===== src/sv/lmlc_pkg.sv =====
// Shared types and constants for the local Moran lag / cluster block.
// No dependencies; used by local_moran_lag_cluster.
`timescale 1ns / 1ps

package lmlc_pkg;

	// Neighbor list limits
	localparam int MAX_NEIGHBORS = 256;
	localparam int COUNT_CAP     = 511;
	localparam int CNT_LIMIT     = (MAX_NEIGHBORS < COUNT_CAP) ? MAX_NEIGHBORS : COUNT_CAP;

	// Field widths
	localparam int VAL_W  = 24;
	localparam int SUM_W  = 32;
	localparam int CNT_W  = 9;
	localparam int PROD_W = 48;
	localparam int CLS_W  = 3;
	localparam int QB_W   = $clog2(SUM_W);

	// Saturation limits
	localparam logic signed [SUM_W-1:0] SUM_MAX = {1'b0, {(SUM_W-1){1'b1}}};
	localparam logic signed [SUM_W-1:0] SUM_MIN = {1'b1, {(SUM_W-1){1'b0}}};
	localparam logic signed [VAL_W-1:0] LAG_MAX = {1'b0, {(VAL_W-1){1'b1}}};
	localparam logic signed [VAL_W-1:0] LAG_MIN = {1'b1, {(VAL_W-1){1'b0}}};

	// Cluster codes
	localparam logic [CLS_W-1:0] CL_HIGH_HIGH = 3'd0;
	localparam logic [CLS_W-1:0] CL_LOW_LOW   = 3'd1;
	localparam logic [CLS_W-1:0] CL_LOW_HIGH  = 3'd2;
	localparam logic [CLS_W-1:0] CL_HIGH_LOW  = 3'd3;
	localparam logic [CLS_W-1:0] CL_UNDEFINED = 3'd4;
	localparam logic [CLS_W-1:0] CL_ISOLATED  = 3'd5;

	// Sequencer states
	typedef enum logic [2:0] {
		ST_IDLE,
		ST_ACC,
		ST_ABS,
		ST_DIV,
		ST_SIGN,
		ST_MUL,
		ST_RESULT
	} state_t;

endpackage


===== src/sv/local_moran_lag_cluster.sv =====
// Local Moran's I with spatial lag and quadrant cluster, one observation per neighbor run.
// Depends on lmlc_pkg (types, limits, cluster codes).
`timescale 1ns / 1ps

// Each input transaction carries one neighbor entry of an observation; the run
// ends with tlast. A neighbor transaction is accepted, then accumulated. When
// neighbors were used, the closing transaction finds the lag by a 32-step
// restoring division (one quotient bit per cycle) on the one shared 33-bit adder,
// then a sign fix, then one 24x24 multiply. With no used neighbors the division
// and sign fix are skipped; an undefined observation or empty list goes straight
// to the result step. The result sits in an output register, so the next run is
// accepted while it waits; a closing transaction stalls in its last step only if
// the previous result has not yet been taken. Output transactions appear only for tlast.
module local_moran_lag_cluster (
	input  logic        clk,
	input  logic        arst_n,
	// tdata: own_value[23:0], neighbor_value[47:24]
	input  logic [47:0] s_axis_tdata,
	// tuser: own_undefined[0], neighbor_undefined[1], neighbor_is_self[2], empty_list[3]
	input  logic [3:0]  s_axis_tuser,
	input  logic        s_axis_tlast,
	input  logic        s_axis_tvalid,
	output logic        s_axis_tready,
	// tdata: spatial_lag[23:0], local_moran[71:24], used_neighbors[80:72], zero[87:81]
	output logic [87:0] m_axis_tdata,
	// tuser: cluster[2:0]
	output logic [2:0]  m_axis_tuser,
	output logic        m_axis_tvalid,
	input  logic        m_axis_tready
);

	lmlc_pkg::state_t state_q, state_d;

	// Captured input transaction
	logic signed [lmlc_pkg::VAL_W-1:0]  own_q;
	logic                               own_undef_q;
	logic signed [lmlc_pkg::VAL_W-1:0]  nval_q;
	logic                               n_undef_q;
	logic                               n_self_q;
	logic                               empty_q;
	logic                               last_q;

	// Accumulators
	logic signed [lmlc_pkg::SUM_W-1:0]  sum_q;
	logic [lmlc_pkg::CNT_W-1:0]         cnt_q;

	// Divider registers
	logic [lmlc_pkg::SUM_W-1:0]         dvd_q;
	logic [lmlc_pkg::CNT_W-1:0]         rem_q;
	logic [lmlc_pkg::QB_W-1:0]          bit_cnt_q;
	logic                               neg_q;

	logic signed [lmlc_pkg::VAL_W-1:0]  lag_q;
	logic signed [lmlc_pkg::PROD_W-1:0] prod_q;

	// Output register
	logic                               out_valid_q;
	logic signed [lmlc_pkg::VAL_W-1:0]  out_lag_q;
	logic signed [lmlc_pkg::PROD_W-1:0] out_prod_q;
	logic [lmlc_pkg::CNT_W-1:0]         out_used_q;
	logic [lmlc_pkg::CLS_W-1:0]         out_cls_q;

	// Shared adder
	logic signed [lmlc_pkg::SUM_W:0]    alu_a, alu_b, alu_y;
	logic                               alu_sub;

	logic                               in_fire;
	logic                               add_en;
	logic                               out_free;
	logic                               special;
	logic [lmlc_pkg::CNT_W:0]           div_shift;
	logic                               q_bit;
	logic [lmlc_pkg::CLS_W-1:0]         cls_c;

	assign in_fire  = s_axis_tvalid && s_axis_tready;
	assign add_en   = !empty_q && !n_undef_q && !n_self_q &&
	                  (cnt_q < lmlc_pkg::CNT_W'(lmlc_pkg::CNT_LIMIT));
	assign out_free = !out_valid_q || m_axis_tready;
	assign special  = own_undef_q || empty_q;

	// Shared adder/subtractor
	assign alu_y = alu_sub ? (alu_a - alu_b) : (alu_a + alu_b);

	// Division step: shift in next dividend bit, trial subtract
	assign div_shift = {rem_q, dvd_q[lmlc_pkg::SUM_W-1]};
	assign q_bit     = !alu_y[lmlc_pkg::SUM_W];

	// Next state
	always_comb begin
		state_d = state_q;
		case (state_q)
			lmlc_pkg::ST_IDLE: begin
				if (in_fire)
					state_d = lmlc_pkg::ST_ACC;
			end
			lmlc_pkg::ST_ACC: begin
				if (!last_q)
					state_d = lmlc_pkg::ST_IDLE;
				else if (special)
					state_d = lmlc_pkg::ST_RESULT;
				else
					state_d = lmlc_pkg::ST_ABS;
			end
			lmlc_pkg::ST_ABS: begin
				if (cnt_q == '0)
					state_d = lmlc_pkg::ST_MUL;
				else
					state_d = lmlc_pkg::ST_DIV;
			end
			lmlc_pkg::ST_DIV: begin
				if (bit_cnt_q == lmlc_pkg::QB_W'(lmlc_pkg::SUM_W - 1))
					state_d = lmlc_pkg::ST_SIGN;
			end
			lmlc_pkg::ST_SIGN:   state_d = lmlc_pkg::ST_MUL;
			lmlc_pkg::ST_MUL:    state_d = lmlc_pkg::ST_RESULT;
			lmlc_pkg::ST_RESULT: begin
				if (out_free)
					state_d = lmlc_pkg::ST_IDLE;
			end
			default: state_d = lmlc_pkg::ST_IDLE;
		endcase
	end

	// Sequencer outputs: adder operands and input ready
	always_comb begin
		alu_a         = '0;
		alu_b         = '0;
		alu_sub       = 1'b0;
		s_axis_tready = 1'b0;
		case (state_q)
			lmlc_pkg::ST_IDLE: s_axis_tready = 1'b1;
			lmlc_pkg::ST_ACC: begin
				alu_a = (lmlc_pkg::SUM_W+1)'(sum_q);
				alu_b = (lmlc_pkg::SUM_W+1)'(nval_q);
			end
			lmlc_pkg::ST_ABS: begin
				alu_b   = (lmlc_pkg::SUM_W+1)'(sum_q);
				alu_sub = 1'b1;
			end
			lmlc_pkg::ST_DIV: begin
				alu_a   = $signed((lmlc_pkg::SUM_W+1)'(div_shift));
				alu_b   = $signed((lmlc_pkg::SUM_W+1)'(cnt_q));
				alu_sub = 1'b1;
			end
			lmlc_pkg::ST_SIGN: begin
				if (neg_q)
					alu_b = $signed({1'b0, dvd_q});
				else
					alu_a = $signed({1'b0, dvd_q});
				alu_sub = neg_q;
			end
			default: ;
		endcase
	end

	// Quadrant class of a finished lag, or the undefined or isolated code
	always_comb begin
		if (own_undef_q)
			cls_c = lmlc_pkg::CL_UNDEFINED;
		else if (empty_q)
			cls_c = lmlc_pkg::CL_ISOLATED;
		else if (own_q > 0 && lag_q < 0)
			cls_c = lmlc_pkg::CL_HIGH_LOW;
		else if (own_q < 0 && lag_q > 0)
			cls_c = lmlc_pkg::CL_LOW_HIGH;
		else if (own_q < 0 && lag_q < 0)
			cls_c = lmlc_pkg::CL_LOW_LOW;
		else
			cls_c = lmlc_pkg::CL_HIGH_HIGH;
	end

	// State register
	always_ff @(posedge clk or negedge arst_n) begin
		if (!arst_n)
			state_q <= lmlc_pkg::ST_IDLE;
		else
			state_q <= state_d;
	end

	// Input capture
	always_ff @(posedge clk) begin
		if (in_fire) begin
			own_q       <= $signed(s_axis_tdata[23:0]);
			nval_q      <= $signed(s_axis_tdata[47:24]);
			own_undef_q <= s_axis_tuser[0];
			n_undef_q   <= s_axis_tuser[1];
			n_self_q    <= s_axis_tuser[2];
			empty_q     <= s_axis_tuser[3];
			last_q      <= s_axis_tlast;
		end
	end

	// Accumulators: saturating sum and capped count, cleared per run
	always_ff @(posedge clk or negedge arst_n) begin
		if (!arst_n) begin
			sum_q <= '0;
			cnt_q <= '0;
		end else if (state_q == lmlc_pkg::ST_ACC && add_en) begin
			if (alu_y[lmlc_pkg::SUM_W] != alu_y[lmlc_pkg::SUM_W-1])
				sum_q <= alu_y[lmlc_pkg::SUM_W] ? lmlc_pkg::SUM_MIN : lmlc_pkg::SUM_MAX;
			else
				sum_q <= alu_y[lmlc_pkg::SUM_W-1:0];
			cnt_q <= cnt_q + 1'b1;
		end else if (state_q == lmlc_pkg::ST_RESULT && out_free) begin
			sum_q <= '0;
			cnt_q <= '0;
		end
	end

	// Divide, sign fix and multiply datapath
	always_ff @(posedge clk) begin
		case (state_q)
			lmlc_pkg::ST_ABS: begin
				dvd_q     <= sum_q[lmlc_pkg::SUM_W-1] ? alu_y[lmlc_pkg::SUM_W-1:0] : sum_q;
				neg_q     <= sum_q[lmlc_pkg::SUM_W-1];
				rem_q     <= '0;
				bit_cnt_q <= '0;
				lag_q     <= '0;
			end
			lmlc_pkg::ST_DIV: begin
				rem_q     <= q_bit ? alu_y[lmlc_pkg::CNT_W-1:0] : div_shift[lmlc_pkg::CNT_W-1:0];
				dvd_q     <= {dvd_q[lmlc_pkg::SUM_W-2:0], q_bit};
				bit_cnt_q <= bit_cnt_q + 1'b1;
			end
			lmlc_pkg::ST_SIGN: begin
				if (alu_y > (lmlc_pkg::SUM_W+1)'(lmlc_pkg::LAG_MAX))
					lag_q <= lmlc_pkg::LAG_MAX;
				else if (alu_y < (lmlc_pkg::SUM_W+1)'(lmlc_pkg::LAG_MIN))
					lag_q <= lmlc_pkg::LAG_MIN;
				else
					lag_q <= alu_y[lmlc_pkg::VAL_W-1:0];
			end
			lmlc_pkg::ST_MUL: prod_q <= own_q * lag_q;
			default: ;
		endcase
	end

	// Output register
	always_ff @(posedge clk or negedge arst_n) begin
		if (!arst_n)
			out_valid_q <= 1'b0;
		else if (state_q == lmlc_pkg::ST_RESULT && out_free)
			out_valid_q <= 1'b1;
		else if (m_axis_tready)
			out_valid_q <= 1'b0;
	end

	always_ff @(posedge clk) begin
		if (state_q == lmlc_pkg::ST_RESULT && out_free) begin
			out_cls_q <= cls_c;
			if (special) begin
				out_lag_q  <= '0;
				out_prod_q <= '0;
				out_used_q <= '0;
			end else begin
				out_lag_q  <= lag_q;
				out_prod_q <= prod_q;
				out_used_q <= cnt_q;
			end
		end
	end

	assign m_axis_tvalid = out_valid_q;
	assign m_axis_tdata  = {7'd0, out_used_q, out_prod_q, out_lag_q};
	assign m_axis_tuser  = out_cls_q;

	// Checks
	a_out_from_result: assert property (@(posedge clk) disable iff (!arst_n)
		$rose(out_valid_q) |-> $past(state_q == lmlc_pkg::ST_RESULT))
		else $error("output valid raised outside result step");

	a_cnt_limit: assert property (@(posedge clk) disable iff (!arst_n)
		cnt_q <= lmlc_pkg::CNT_W'(lmlc_pkg::CNT_LIMIT))
		else $error("neighbor count beyond limit");

	a_rem_below_divisor: assert property (@(posedge clk) disable iff (!arst_n)
		state_q == lmlc_pkg::ST_DIV |-> rem_q < cnt_q)
		else $error("division remainder not below divisor");

	a_special_zero: assert property (@(posedge clk) disable iff (!arst_n)
		out_valid_q && (out_cls_q == lmlc_pkg::CL_UNDEFINED ||
		                out_cls_q == lmlc_pkg::CL_ISOLATED)
		|-> out_lag_q == '0 && out_prod_q == '0 && out_used_q == '0)
		else $error("special class with nonzero payload");

	a_accept_to_acc: assert property (@(posedge clk) disable iff (!arst_n)
		in_fire |=> state_q == lmlc_pkg::ST_ACC)
		else $error("accepted transaction not accumulated");

endmodule


===== config.mk =====
export PLATFORM = sky130hd
export DESIGN_NAME = local_moran_lag_cluster
export DESIGN_NICKNAME = d
export VERILOG_FILES = /design/src/sv/lmlc_pkg.sv /design/src/sv/local_moran_lag_cluster.sv
export SDC_FILE = /design/constraint.sdc
export NUM_CORES = 2
export LEC_CHECK = 0
export BUFFER_PORTS_ARGS = -buffer_cell sky130_fd_sc_hd__buf_2
export CORE_UTILIZATION = 25
export DETAILED_ROUTE_END_ITERATION = 16
export SLEW_MARGIN = 0
export SYNTH_ARGS = -nofsm -noshare
export SYNTH_HDL_FRONTEND = slang
export SYNTH_SLANG_ARGS = --single-unit

===== constraint.sdc =====
create_clock -name clk -period 8.4 [get_ports clk]
set_input_delay 0 -clock clk [delete_from_list [all_inputs] [get_ports clk]]
set_output_delay 0 -clock clk [all_outputs]
set_load 0.1 [all_outputs]

==> flow_summary.toml <==
[detailed_routing]
drt-initial-drc-count = 2063
drc = 11
viasPerCell = 4.564
dr.pass1.iters = 12
routed-via-count = 26200
ant_nets = 0
wl_per_cell_um = 18.34
drt-total-wl_mm = 105.3

[grt]
grt_busiest_layer = "met2"
overflow = 0
grt_pass1_wl_mm = 165.6
first_global_vias = 27680
globalRouteTotalUtil_pct = 14.62
met2_usage_pct = 23.04
grt_use_met1_pct = 20.19
antenna_found_initial = 7
globalRouteMet3Util_pct = 2.708
grt_max_degree = 79

[status]
violations = "DRC"
status = "finished, violations left"

[placed_design]
finalWeightedCongestion = 0.8975
io_buffers = 142
dp_worst_setup_slack_ns = -0.2278
place_area_um2 = 39670
hpwl_mm = 82.26

[logic_synthesis]
ys_types = 80
synth_flop_cell = "edfxtp_1"
synthArstFlopShare_pct = 14.95
ys_seq_area_share_pct = 24.25
synth_edf_count = 256
synthCells = 3627
syn_area_um2 = 36350
yosys_warnings = 0
avgSynthCellArea_um2 = 10.02
ys_seq_elements = 301

[die]
core_um2 = 144000
dieArea_um2 = 146900
io_pins = 150
core.rowCount = 139
die_h_um = 383.3
start_util_pct = 25.24
die_x_um = 383.3

[flow_run]
drv_cap = 0

[clock_network]
clock-sinks = 301
cts_tree = "built"
clk_path_buf_depth = 3
cts_made_buffers = 39
worstSkewPairLatency_ns = 0.62
cts_root_buf = "clkbuf_16"
clk_pin_slew_ns = 0.06
htreeDepth = 2

[layout]
finish.net_count = 4645
num_antenna_cells = 0
drive_above_1_share_pct = 10.06
area_growth_pct = 14.23
design_area_um2 = 41520

[critical_path]
cp-start-kind = "flip-flop"
path_class = "flip-flop to flip-flop"
worst_path_largest_cell_delay_ns = 0.57
crit_arrival_ns = 8.48
crit_fanout = 14
critPathSlowestCell = "edfxtp_1"
endpoint_kind = "flip-flop"
required_ns = 8.78
worst_path_most_repeated_cell = "fa_1"

[timing]
setup_viol = 0
final_max_slew_viol_count = 0
skew_ns = 0.02934
hold_violations = 0
max_slew.worst_pin.slew_ns = 1.072
period_minus_slack_ns = 8.098
max_freq_mhz = 123.5
setup_slack_ns = 0.3017
max_slew_margin_pct = 28.39
hold_slack_ns = 0.06386
fin_crit_sh_pct = 96.41
grt_setup_unrepaired = "false"
tns_ns = 0

[hold_path]
hold_path.class = "input port to async pin"
[registers in the layout (all words and copies together) (netlist names), 24 cells and up]
signal	count
out_prod_q	48
lag_q	24
prod_q	48
out_lag_q	24
nval_q	24
sum_q	32
dvd_q	32
own_q	24
[synth_stat cells, types with 7 or more instances]
cell,instances,share of area (%)
nand3_1,31,0.43
nor4bb_1,11,0.30
nand2b_1,22,0.38
xnor2_1,75,1.8
ha_1,173,6.0
buf_4,8,0.17
a21oi_2,20,0.48
dfrtp_1,45,3.1
a211o_1,7,0.17
o21ai_0,124,1.7
xor2_1,29,0.70
nand2_1,444,4.6
a22o_1,26,0.63
a221oi_1,14,0.34
and4_1,10,0.24
a21o_1,36,0.74
nor2_1,122,1.3
mux2_2,10,0.31
a22oi_1,10,0.21
nor2b_1,18,0.31
clkbuf_1,162,1.7
buf_1,7,0.072
and2_1,359,6.2
nor3_1,19,0.26
mux2i_1,38,1.0
a21oi_1,89,1.2
o21a_1,14,0.29
a31oi_1,12,0.21
o21bai_1,9,0.19
o31ai_1,9,0.19
and3_1,11,0.19
nand4_1,14,0.24
a222oi_1,16,0.44
inv_1,657,6.8
fa_1,608,33
edfxtp_1,256,21
nor4_1,15,0.26
or3_1,10,0.17
[layout by cell type (no fill, tap or decap), types with 10 or more instances in the layout]
cell           Yosys  final
a22oi_1           10     10
or3_1             10     10
a221oi_1          14     14
mux2_2            10     10
nor2b_1           18     18
buf_4              8    117
a22o_1            26     26
nand2_1          444    444
o21a_1            14     14
o21ai_0          124    123
xor2_1            29     29
nor4bb_1          11     10
a21oi_1           89     89
clkbuf_16          0     39
nor4_1            15     15
nor3_1            19     18
and4_1            10     10
a21oi_2           20     20
and3_1            11     11
a222oi_1          16     16
dfrtp_1           45     43
buf_2              3    142
edfxtp_1         256    256
xnor2_1           75     75
nand2b_1          22     22
dlygate4sd3_1      0     56
mux2i_1           38     38
inv_1            657    656
a31oi_1           12     11
nand4_1           14     14
ha_1             173    173
a21o_1            36     36
nand3_1           31     31
fa_1             608    608
nor2_1           122    119
and2_1           359    357
[what timing repair did]
action,4_1_cts,5_1_grt
endpoints found under the hold margin,119,0
setup endpoints to repair,1,27
hold buffers,56,0
resized for setup,2,4
buffers inserted,0,0
[logic make-up (layout without fill, tap and decap cells)]
group	after synthesis	in the layout	synth area share, %
AO/OA/AOI/OAI	432	432	8.013
adder cells (fa/ha/maj)	781	781	39.44
buffers and inverters	843	1047	8.846
flip-flops	301	301	24.25
AND/OR/NAND/NOR	1115	1115	15.46
XOR/XNOR	106	106	2.626
multiplexers	48	48	1.356
other	1	7	0.01032
[layout make-up]
type                       instances  area, µm²
timing repair buffer             315       2150
clock buffer                      44       1005
clock inverter                    27      256.5
inverter                         661       2486
tap                             1903       2381
sequential                       301       8816
fill                           15150     102500
multi-input combinational       2489      24430
[layer usage]
metal,share of wire [%],vias to the layer above
met5,0.028,-
met2,45,934
met3,7.3,152
met1,45,13310
met4,3.0,4
li1,-,11800
[path summary, 6_finish.rpt]
| path | start | endpoint | slack, ns | cells after the start |
|---|---|---|---|---|
| hold / removal | arst_n | sum_q[21] | 0.06 | 3 |
| hold reg to reg | prod_q[3] | out_prod_q[3] | 0.51 | 1 |
| min in group clk | s_axis_tdata[37] | nval_q[13] | 0.09 | 2 |
| setup reg to reg | lag_q[0] | prod_q[47] | 0.30 | 26 |
| setup / recovery | lag_q[0] | prod_q[47] | 0.30 | 26 |
| max in group asynchronous | arst_n | sum_q[31] | 7.81 | 3 |
[critical path: cells and delay by family, from the launching register on]
family                   cells  cell delay [ns]
buffers and inverters        6             0.54
adder cells (fa/ha/maj)      8             3.93
AND/OR/NAND/NOR              6             1.27
flip-flops                   1             0.57
AO/OA/AOI/OAI                5             1.44
XOR/XNOR                     1             0.14
[through the flow]
stage               util, %  std cells
floorplan                 -       3633
detailed placement    27.55       5613
CTS                   28.82       5740
finish                28.83       5740
global placement      27.55       5613
global route          28.83       5740
Power is left out: the tool's default activity adds up to more than one toggle a clock period on the data nets, which glitch-free logic cannot reach.
